File: config.mk
export PLATFORM = sky130hd
export DESIGN_NAME = bsc_div
export DESIGN_NICKNAME = d
export VERILOG_FILES = /design/src/design/barometric_sensor_compensation_core_macros.svh /design/src/design/bsc_pkg.sv /design/src/design/bsc_div.sv
export SDC_FILE = /design/constraint.sdc
export NUM_CORES = 2
export LEC_CHECK = 0
export BUFFER_PORTS_ARGS = -buffer_cell sky130_fd_sc_hd__buf_2
export CORE_ASPECT_RATIO = 1.25
export CORE_MARGIN = 2
export CORE_UTILIZATION = 50
export DETAILED_ROUTE_END_ITERATION = 10
export GPL_ROUTABILITY_DRIVEN = 0
export PLACE_DENSITY = 0.74
export REMOVE_ABC_BUFFERS = 1
export SYNTH_ARGS = -nofsm -noshare
export SYNTH_HDL_FRONTEND = slang
export SYNTH_SLANG_ARGS = --single-unit
File: constraint.sdc
create_clock -name clk -period 4.5 [get_ports clk]
set_input_delay 0.225 -clock clk [delete_from_list [all_inputs] [get_ports clk]]
set_output_delay 0.225 -clock clk [all_outputs]
set_load 0.02 [all_outputs]
File: src/design/barometric_sensor_compensation_core_macros.svh
// Assertion macros for the barometric compensation core.
// Used by the top level; expects signals clk and arst_n in scope.
`ifndef BAROMETRIC_SENSOR_COMPENSATION_CORE_MACROS_SVH
`define BAROMETRIC_SENSOR_COMPENSATION_CORE_MACROS_SVH

// A condition that must hold at every clock edge outside reset.
`define BSC_ASSERT(lbl, cond) \
	lbl: assert property (@(posedge clk) disable iff (!arst_n) (cond)) \
		else $error("assertion failed");

// A condition that must hold in the cycle after a trigger.
`define BSC_ASSERT_NEXT(lbl, trig, cond) \
	lbl: assert property (@(posedge clk) disable iff (!arst_n) (trig) |=> (cond)) \
		else $error("assertion failed");

`endif

File: src/design/bsc_pkg.sv
// Shared constants, register indexes and a helper function for the
// barometric compensation core. No dependencies.
`timescale 1ns / 1ps
`default_nettype none

package bsc_pkg;

	// Divider word width and pipeline depth (one quotient bit per stage).
	localparam int DIV_W   = 32;
	localparam int DIV_LAT = DIV_W;

	// Configuration register indexes.
	localparam logic [1:0] REG_CAL_A = 2'd0;
	localparam logic [1:0] REG_CAL_B = 2'd1;
	localparam logic [1:0] REG_CAL_C = 2'd2;
	localparam logic [1:0] REG_OSS   = 2'd3;

	// Compensation constants.
	localparam logic signed [31:0] T_OFFSET  = 32'sd4000;
	localparam logic signed [31:0] X_OFFSET  = 32'sd32768;
	localparam logic        [15:0] P_SCALE   = 16'd50000;
	localparam logic signed [15:0] P_COEF_A  = 16'sd3038;
	localparam logic signed [15:0] P_COEF_B  = -16'sd7357;
	localparam logic signed [31:0] P_COEF_C  = 32'sd3791;

	// Signed division by 2**sh that truncates toward zero.
	function automatic logic signed [31:0] tdiv(input logic signed [31:0] v,
		input logic [4:0] sh);
		logic signed [31:0] bias;
		bias = v[31] ? signed'((32'd1 << sh) - 32'd1) : 32'sd0;
		return (v + bias) >>> sh;
	endfunction

endpackage

`default_nettype wire

File: src/design/bsc_div.sv
// Pipelined unsigned restoring divider, one quotient bit per stage.
// Depends on bsc_pkg for the word width and depth.
`timescale 1ns / 1ps
`default_nettype none

module bsc_div (
	input  wire logic                      clk,
	input  wire logic                      arst_n,
	input  wire logic                      en,
	input  wire logic                      in_vld,
	input  wire logic [bsc_pkg::DIV_W-1:0] num,
	input  wire logic [bsc_pkg::DIV_W-1:0] den,
	output logic                           out_vld,
	output logic      [bsc_pkg::DIV_W-1:0] quo
);
	import bsc_pkg::*;

	logic [DIV_W-1:0] rem_s [DIV_LAT];
	logic [DIV_W-1:0] quo_s [DIV_LAT];
	logic [DIV_W-1:0] den_s [DIV_LAT];
	logic             vld_s [DIV_LAT];

	logic [DIV_W-1:0] rem_n [DIV_LAT];
	logic [DIV_W-1:0] quo_n [DIV_LAT];

	always_comb begin : step
		logic [DIV_W-1:0] r_in;
		logic [DIV_W-1:0] q_in;
		logic [DIV_W-1:0] d_in;
		logic [DIV_W:0]   trial;
		for (int k = 0; k < DIV_LAT; k++) begin
			if (k == 0) begin
				r_in = '0;
				q_in = num;
				d_in = den;
			end else begin
				r_in = rem_s[k-1];
				q_in = quo_s[k-1];
				d_in = den_s[k-1];
			end
			// The dividend shifts out of the top of q_in as quotient bits come in.
			trial = {r_in, q_in[DIV_W-1]};
			if (trial >= {1'b0, d_in}) begin
				rem_n[k] = DIV_W'(trial - {1'b0, d_in});
				quo_n[k] = {q_in[DIV_W-2:0], 1'b1};
			end else begin
				rem_n[k] = trial[DIV_W-1:0];
				quo_n[k] = {q_in[DIV_W-2:0], 1'b0};
			end
		end
	end

	always_ff @(posedge clk or negedge arst_n) begin
		if (!arst_n) begin
			for (int k = 0; k < DIV_LAT; k++) vld_s[k] <= 1'b0;
		end else if (en) begin
			vld_s[0] <= in_vld;
			for (int k = 1; k < DIV_LAT; k++) vld_s[k] <= vld_s[k-1];
		end
	end

	always_ff @(posedge clk) begin
		if (en) begin
			for (int k = 0; k < DIV_LAT; k++) begin
				rem_s[k] <= rem_n[k];
				quo_s[k] <= quo_n[k];
			end
			den_s[0] <= den;
			for (int k = 1; k < DIV_LAT; k++) den_s[k] <= den_s[k-1];
		end
	end

	assign out_vld = vld_s[DIV_LAT-1];
	assign quo     = quo_s[DIV_LAT-1];

endmodule

`default_nettype wire

==> summary.md <==
The synthesis-stage register bit count is 3040, and the cell total after placement is 17100. The post-layout instance area was 0.174 mm². For the worst-skew pair, the clock arrives at the later sink with an insertion delay of 0.92 ns. Once layout is complete, the cells apart from fillers number 17800. The wire-length estimate of the detail-placed layout is 260 mm.

The layout has 24900 filler cells. The worst slew margin relative to its limit is 20.5%. Dividing the detail-routed wire length by the instance count gives 19.8 µm. For the count of max-cap constraint violations, the log shows 0.

The category of the critical setup timing path is reg -> reg. Of the post-synthesis cell area, the dominant cell type holds 57.9%. Counting flops with a built-in enable in the synthesized netlist gives 3008. The number of global-route vias before repair was 102000; the die span in y was 629 µm. The endpoint class of the critical path is a flip-flop.

The run gives 0.110 ns as the worst clock skew. The run finished with clean final reports. The type of the most critical hold path was in -> reg. Critical-path cell with the highest stage delay: sky130_fd_sc_hd__a2111oi_1. Wires add up to 352 mm. In this run the tool buffered the top-level ports with 100 buffer cells. TritonCTS built the clock tree. The data arrival time of the worst path is 4.92 ns, and the post-synthesis sequential area ratio is 58.4%. The run gives 0 as the post-CTS setup buffer count. Power density relative to cell area: 722 mW/mm². Setup repair after global routing left no endpoint under its margin. Sorting the synthesized cells by area gives the leading types as sky130_fd_sc_hd__edfxtp_1 58%, sky130_fd_sc_hd__ha_1 8.0%, sky130_fd_sc_hd__a21oi_1 3.4%. Post-CTS repair changed the size of 0 cells.

The first global-routing pass estimated 542 mm of wire. Once detail routing completed, the nets flagged for antenna violations numbered 0. For the maximum number of pins on one net before global-route repair, the log shows 161. The actual transition at the worst max-transition pin is 1.19 ns. The detailed router finished its first iteration with 6779 violations.

The initial utilization of the core area, before any placement, comes to 50.2%. Clock tree synthesis selected as its root buffer the cell sky130_fd_sc_hd__clkbuf_16. The synthesized area divided by synthesized cell count was 12.0 µm². After detailed routing, the number of vias per cell comes to 5.70. The count of final max-slew check failures was 0. The die covers 0.317 mm². The overall fraction of global-route tracks in use was 21.6%. The number of H-tree levels came out at 5. Data on the critical path is required at its endpoint by 5.12 ns. Row generation in the floorplan step produced 229 rows.

The run gives 0 as the hold violation total from the final report. For this design, the sink count on the clock tree is 3040. After synthesis, the share of flip-flops with an asynchronous set or reset is 1.05%. The total setup violations reported at the end of the flow is 0. After layout, the minimum clock period comes to 4.30 ns. Clock-pin slew was measured on the worst setup and hold paths at 0.06 ns.

Total core area: 0.311 mm². The tools report the summed instance area of the synthesized netlist as 0.156 mm². The initial antenna violation count is 7. The critical path goes through ha_1, o21ai_0, a21oi_1, o31ai_1, buf_4, a2111oi_1, o211ai_1, a31oi_1, a2111oi_0, o21ai_4, buf_12, mux2_2.

The worst-case IR drop observed on VDD is 0.470 mV. The synthesized netlist contains 96 unique library cells. The maximum cell stage delay along the critical path was 1.00 ns. Number of detailed-route iterations in the first pass: 8.

The cell accounting for the most synthesized area is sky130_fd_sc_hd__edfxtp_1. The maximum net fanout on the critical path was 24. The category of the worst setup path launch point was a flip-flop. The growth of design area from synthesis to finish is 11.5%, and the via total after detailed routing is 101000. The final critical path takes up 95.5% of the cycle.

In this run the deepest clock path goes through 4 buffers. During synthesis, Yosys emitted a total of 0 warnings. At the end of the flow, the number of nets in the layout was 14400.

Number of ports placed on the die boundary: 101. After detailed placement, the total cell area comes to 0.163 mm². Synthesis produced 13000 cells. For this run the aggregate overflow at the end of global routing stands at 0. Timing would allow up to 233 MHz. For this run, design rule violations remaining after detail routing come to 0. Counting the buffers created by CTS gives 316. For this run, the leading register cell type out of synthesis is sky130_fd_sc_hd__edfxtp_1.

For the total power consumption of the routed design, the log shows 126 mW. The analysis attributes to cell leakage a power of 69.4 nW. The die is 504 µm wide. Cells with a size suffix above 1 make up 9.48% of the layout.
-- synth_stat cells, types with 19 or more instances --
master / instances
sky130_fd_sc_hd__inv_1: 1233
sky130_fd_sc_hd__mux2_2: 388
sky130_fd_sc_hd__a21o_1: 478
sky130_fd_sc_hd__a21boi_0: 48
sky130_fd_sc_hd__mux2i_1: 37
sky130_fd_sc_hd__a211oi_1: 84
sky130_fd_sc_hd__o31a_1: 46
sky130_fd_sc_hd__a21oi_1: 1066
sky130_fd_sc_hd__a211o_1: 36
sky130_fd_sc_hd__and2_1: 39
sky130_fd_sc_hd__or3_1: 43
sky130_fd_sc_hd__xor2_1: 329
sky130_fd_sc_hd__nand4_1: 154
sky130_fd_sc_hd__nand3_1: 200
sky130_fd_sc_hd__o31ai_1: 83
sky130_fd_sc_hd__mux2_4: 20
sky130_fd_sc_hd__nor3_1: 127
sky130_fd_sc_hd__o21a_1: 150
sky130_fd_sc_hd__and3_1: 82
sky130_fd_sc_hd__nor2_1: 713
sky130_fd_sc_hd__o21ai_0: 811
sky130_fd_sc_hd__buf_4: 32
sky130_fd_sc_hd__edfxtp_1: 3008
sky130_fd_sc_hd__nand2_1: 876
sky130_fd_sc_hd__o211ai_1: 59
sky130_fd_sc_hd__and4_1: 26
sky130_fd_sc_hd__a41oi_1: 19
sky130_fd_sc_hd__o21bai_1: 122
sky130_fd_sc_hd__nor2b_1: 153
sky130_fd_sc_hd__a31o_2: 22
sky130_fd_sc_hd__nor4_1: 56
sky130_fd_sc_hd__ha_1: 994
sky130_fd_sc_hd__or2_2: 30
sky130_fd_sc_hd__xnor2_1: 475
sky130_fd_sc_hd__a2111oi_0: 25
sky130_fd_sc_hd__buf_2: 54
sky130_fd_sc_hd__clkbuf_1: 260
sky130_fd_sc_hd__fa_1: 30
sky130_fd_sc_hd__o41a_1: 22
sky130_fd_sc_hd__a31oi_1: 103
sky130_fd_sc_hd__nand2b_1: 109
sky130_fd_sc_hd__dfrtp_1: 32
-- layout make-up --
| type | count | area, µm² | share of cell area [%] |
|---|---|---|---|
| tap | 4158 | 5200 | 2.99 |
| clock buffer | 379 | 8400 | 4.82 |
| timing repair buffer | 411 | 3620 | 2.08 |
| inverter | 1235 | 4640 | 2.66 |
| antenna | 17 | 42.5 | 0.0244 |
| sequential | 3040 | 91100 | 52.4 |
| clock inverter | 191 | 1940 | 1.12 |
| multi-input combinational | 8324 | 59100 | 33.9 |
-- timing repair --
action	CTS	global route
setup endpoints to repair	0	0
endpoints found under the hold margin	166	0
hold buffers	102	0
-- final timing paths --
kind / to / from / cells after the start / slack [ns]
setup / recovery: rem_s[1][196]$_DFFE_PP_ / rem_s[1][161]$_DFFE_PP_ / 12 / 0.20
hold / removal: den_s[0][23]$_DFFE_PP_ / den[23] / 2 / 0.08
setup reg to reg: rem_s[1][196]$_DFFE_PP_ / rem_s[1][161]$_DFFE_PP_ / 12 / 0.20
hold reg to reg: den_s[1][117]$_DFFE_PP_ / den_s[1][85]$_DFFE_PP_ / 0 / 0.39
max in group asynchronous: vld_s[24]$_DFFE_PN0P_ / arst_n / 4 / 3.98
min in group asynchronous: vld_s[31]$_DFFE_PN0P_ / arst_n / 4 / 0.33
-- logic make-up (layout without fill, tap and decap cells) --
family	after synthesis	in the layout	share of synthesized area (%)
adders and majority gates	1024	1024	8.35
xor gates and xnor gates	804	804	4.51
other	0	17	0
muxes	446	446	3.24
AOI/OAI and AO/OA	3375	3375	13.5
DFF	3040	3040	58.4
and+or+nand+nor	2675	2675	8.03
buffers and inverters	1599	2216	3.99
-- placed cells by master (no fill, tap or decap), types with 83 or more instances in the layout --
master,Yosys,layout
sky130_fd_sc_hd__o21ai_0,811,809
sky130_fd_sc_hd__dlygate4sd3_1,0,101
sky130_fd_sc_hd__edfxtp_1,3008,3008
sky130_fd_sc_hd__a21o_1,478,478
sky130_fd_sc_hd__o31ai_1,83,83
sky130_fd_sc_hd__nand4_1,154,154
sky130_fd_sc_hd__a21oi_1,1066,1062
sky130_fd_sc_hd__nor2b_1,153,153
sky130_fd_sc_hd__nand2b_1,109,109
sky130_fd_sc_hd__xor2_1,329,329
sky130_fd_sc_hd__buf_2,54,99
sky130_fd_sc_hd__nand3_1,200,200
sky130_fd_sc_hd__xnor2_1,475,475
sky130_fd_sc_hd__nor2_1,713,713
sky130_fd_sc_hd__ha_1,994,994
sky130_fd_sc_hd__nand2_1,876,876
sky130_fd_sc_hd__a211oi_1,84,84
sky130_fd_sc_hd__mux2_2,388,388
sky130_fd_sc_hd__o21bai_1,122,122
sky130_fd_sc_hd__inv_1,1233,1233
sky130_fd_sc_hd__clkbuf_16,0,326
sky130_fd_sc_hd__a31oi_1,103,98
sky130_fd_sc_hd__nor3_1,127,127
sky130_fd_sc_hd__o21a_1,150,150
sky130_fd_sc_hd__buf_4,32,169
-- registers in the layout (all words and copies together), names as in the netlist --
name     flops
den_s      992
out_vld      1
quo_s     1024
rem_s      992
vld_s       31
-- power by group --
part | total, mW | switching (mW) | internal [mW]
registers | 44.7 | 4.01 | 40.6
logic | 54.8 | 31.0 | 23.8
clock network | 26.2 | 10.9 | 15.3
total | 126 | 45.9 | 79.7
-- layer usage --
| metal | vias to the layer above | wire [µm] | track usage, % |
|---|---|---|---|
| met1 | 48600 | 118000 | 20.3 |
| li1 | 48500 | - | - |
| met3 | 1198 | 14100 | 3.05 |
| met5 | - | 0 | 0 |
| met2 | 2803 | 190000 | 41.6 |
| met4 | 0 | 29900 | 16.5 |
-- stage by stage --
step           hold WS (ns)  utilization, %  worst slack, ns  TNS, ns
2_1_floorplan       -0.0706               -            -1.36  -143.57
3_3_place_gp          0.285            52.3            0.370        0
5_1_grt              0.0336            56.0            0.150        0
3_5_place_dp          0.306            52.3            0.321        0
4_1_cts            0.000858            56.0            0.319        0
6_report             0.0788            56.0            0.201        0
-- critical path: cells and delay by family, from the launching register on --
family / cells / cell delay [ns]
multiplexers: 1 / 0.35
buffers and inverters: 2 / 0.35
adder cells (fa/ha/maj): 1 / 0.40
AO/OA/AOI/OAI: 8 / 2.51
flip-flops: 1 / 0.42
Power figures use the tool's default switching activity.
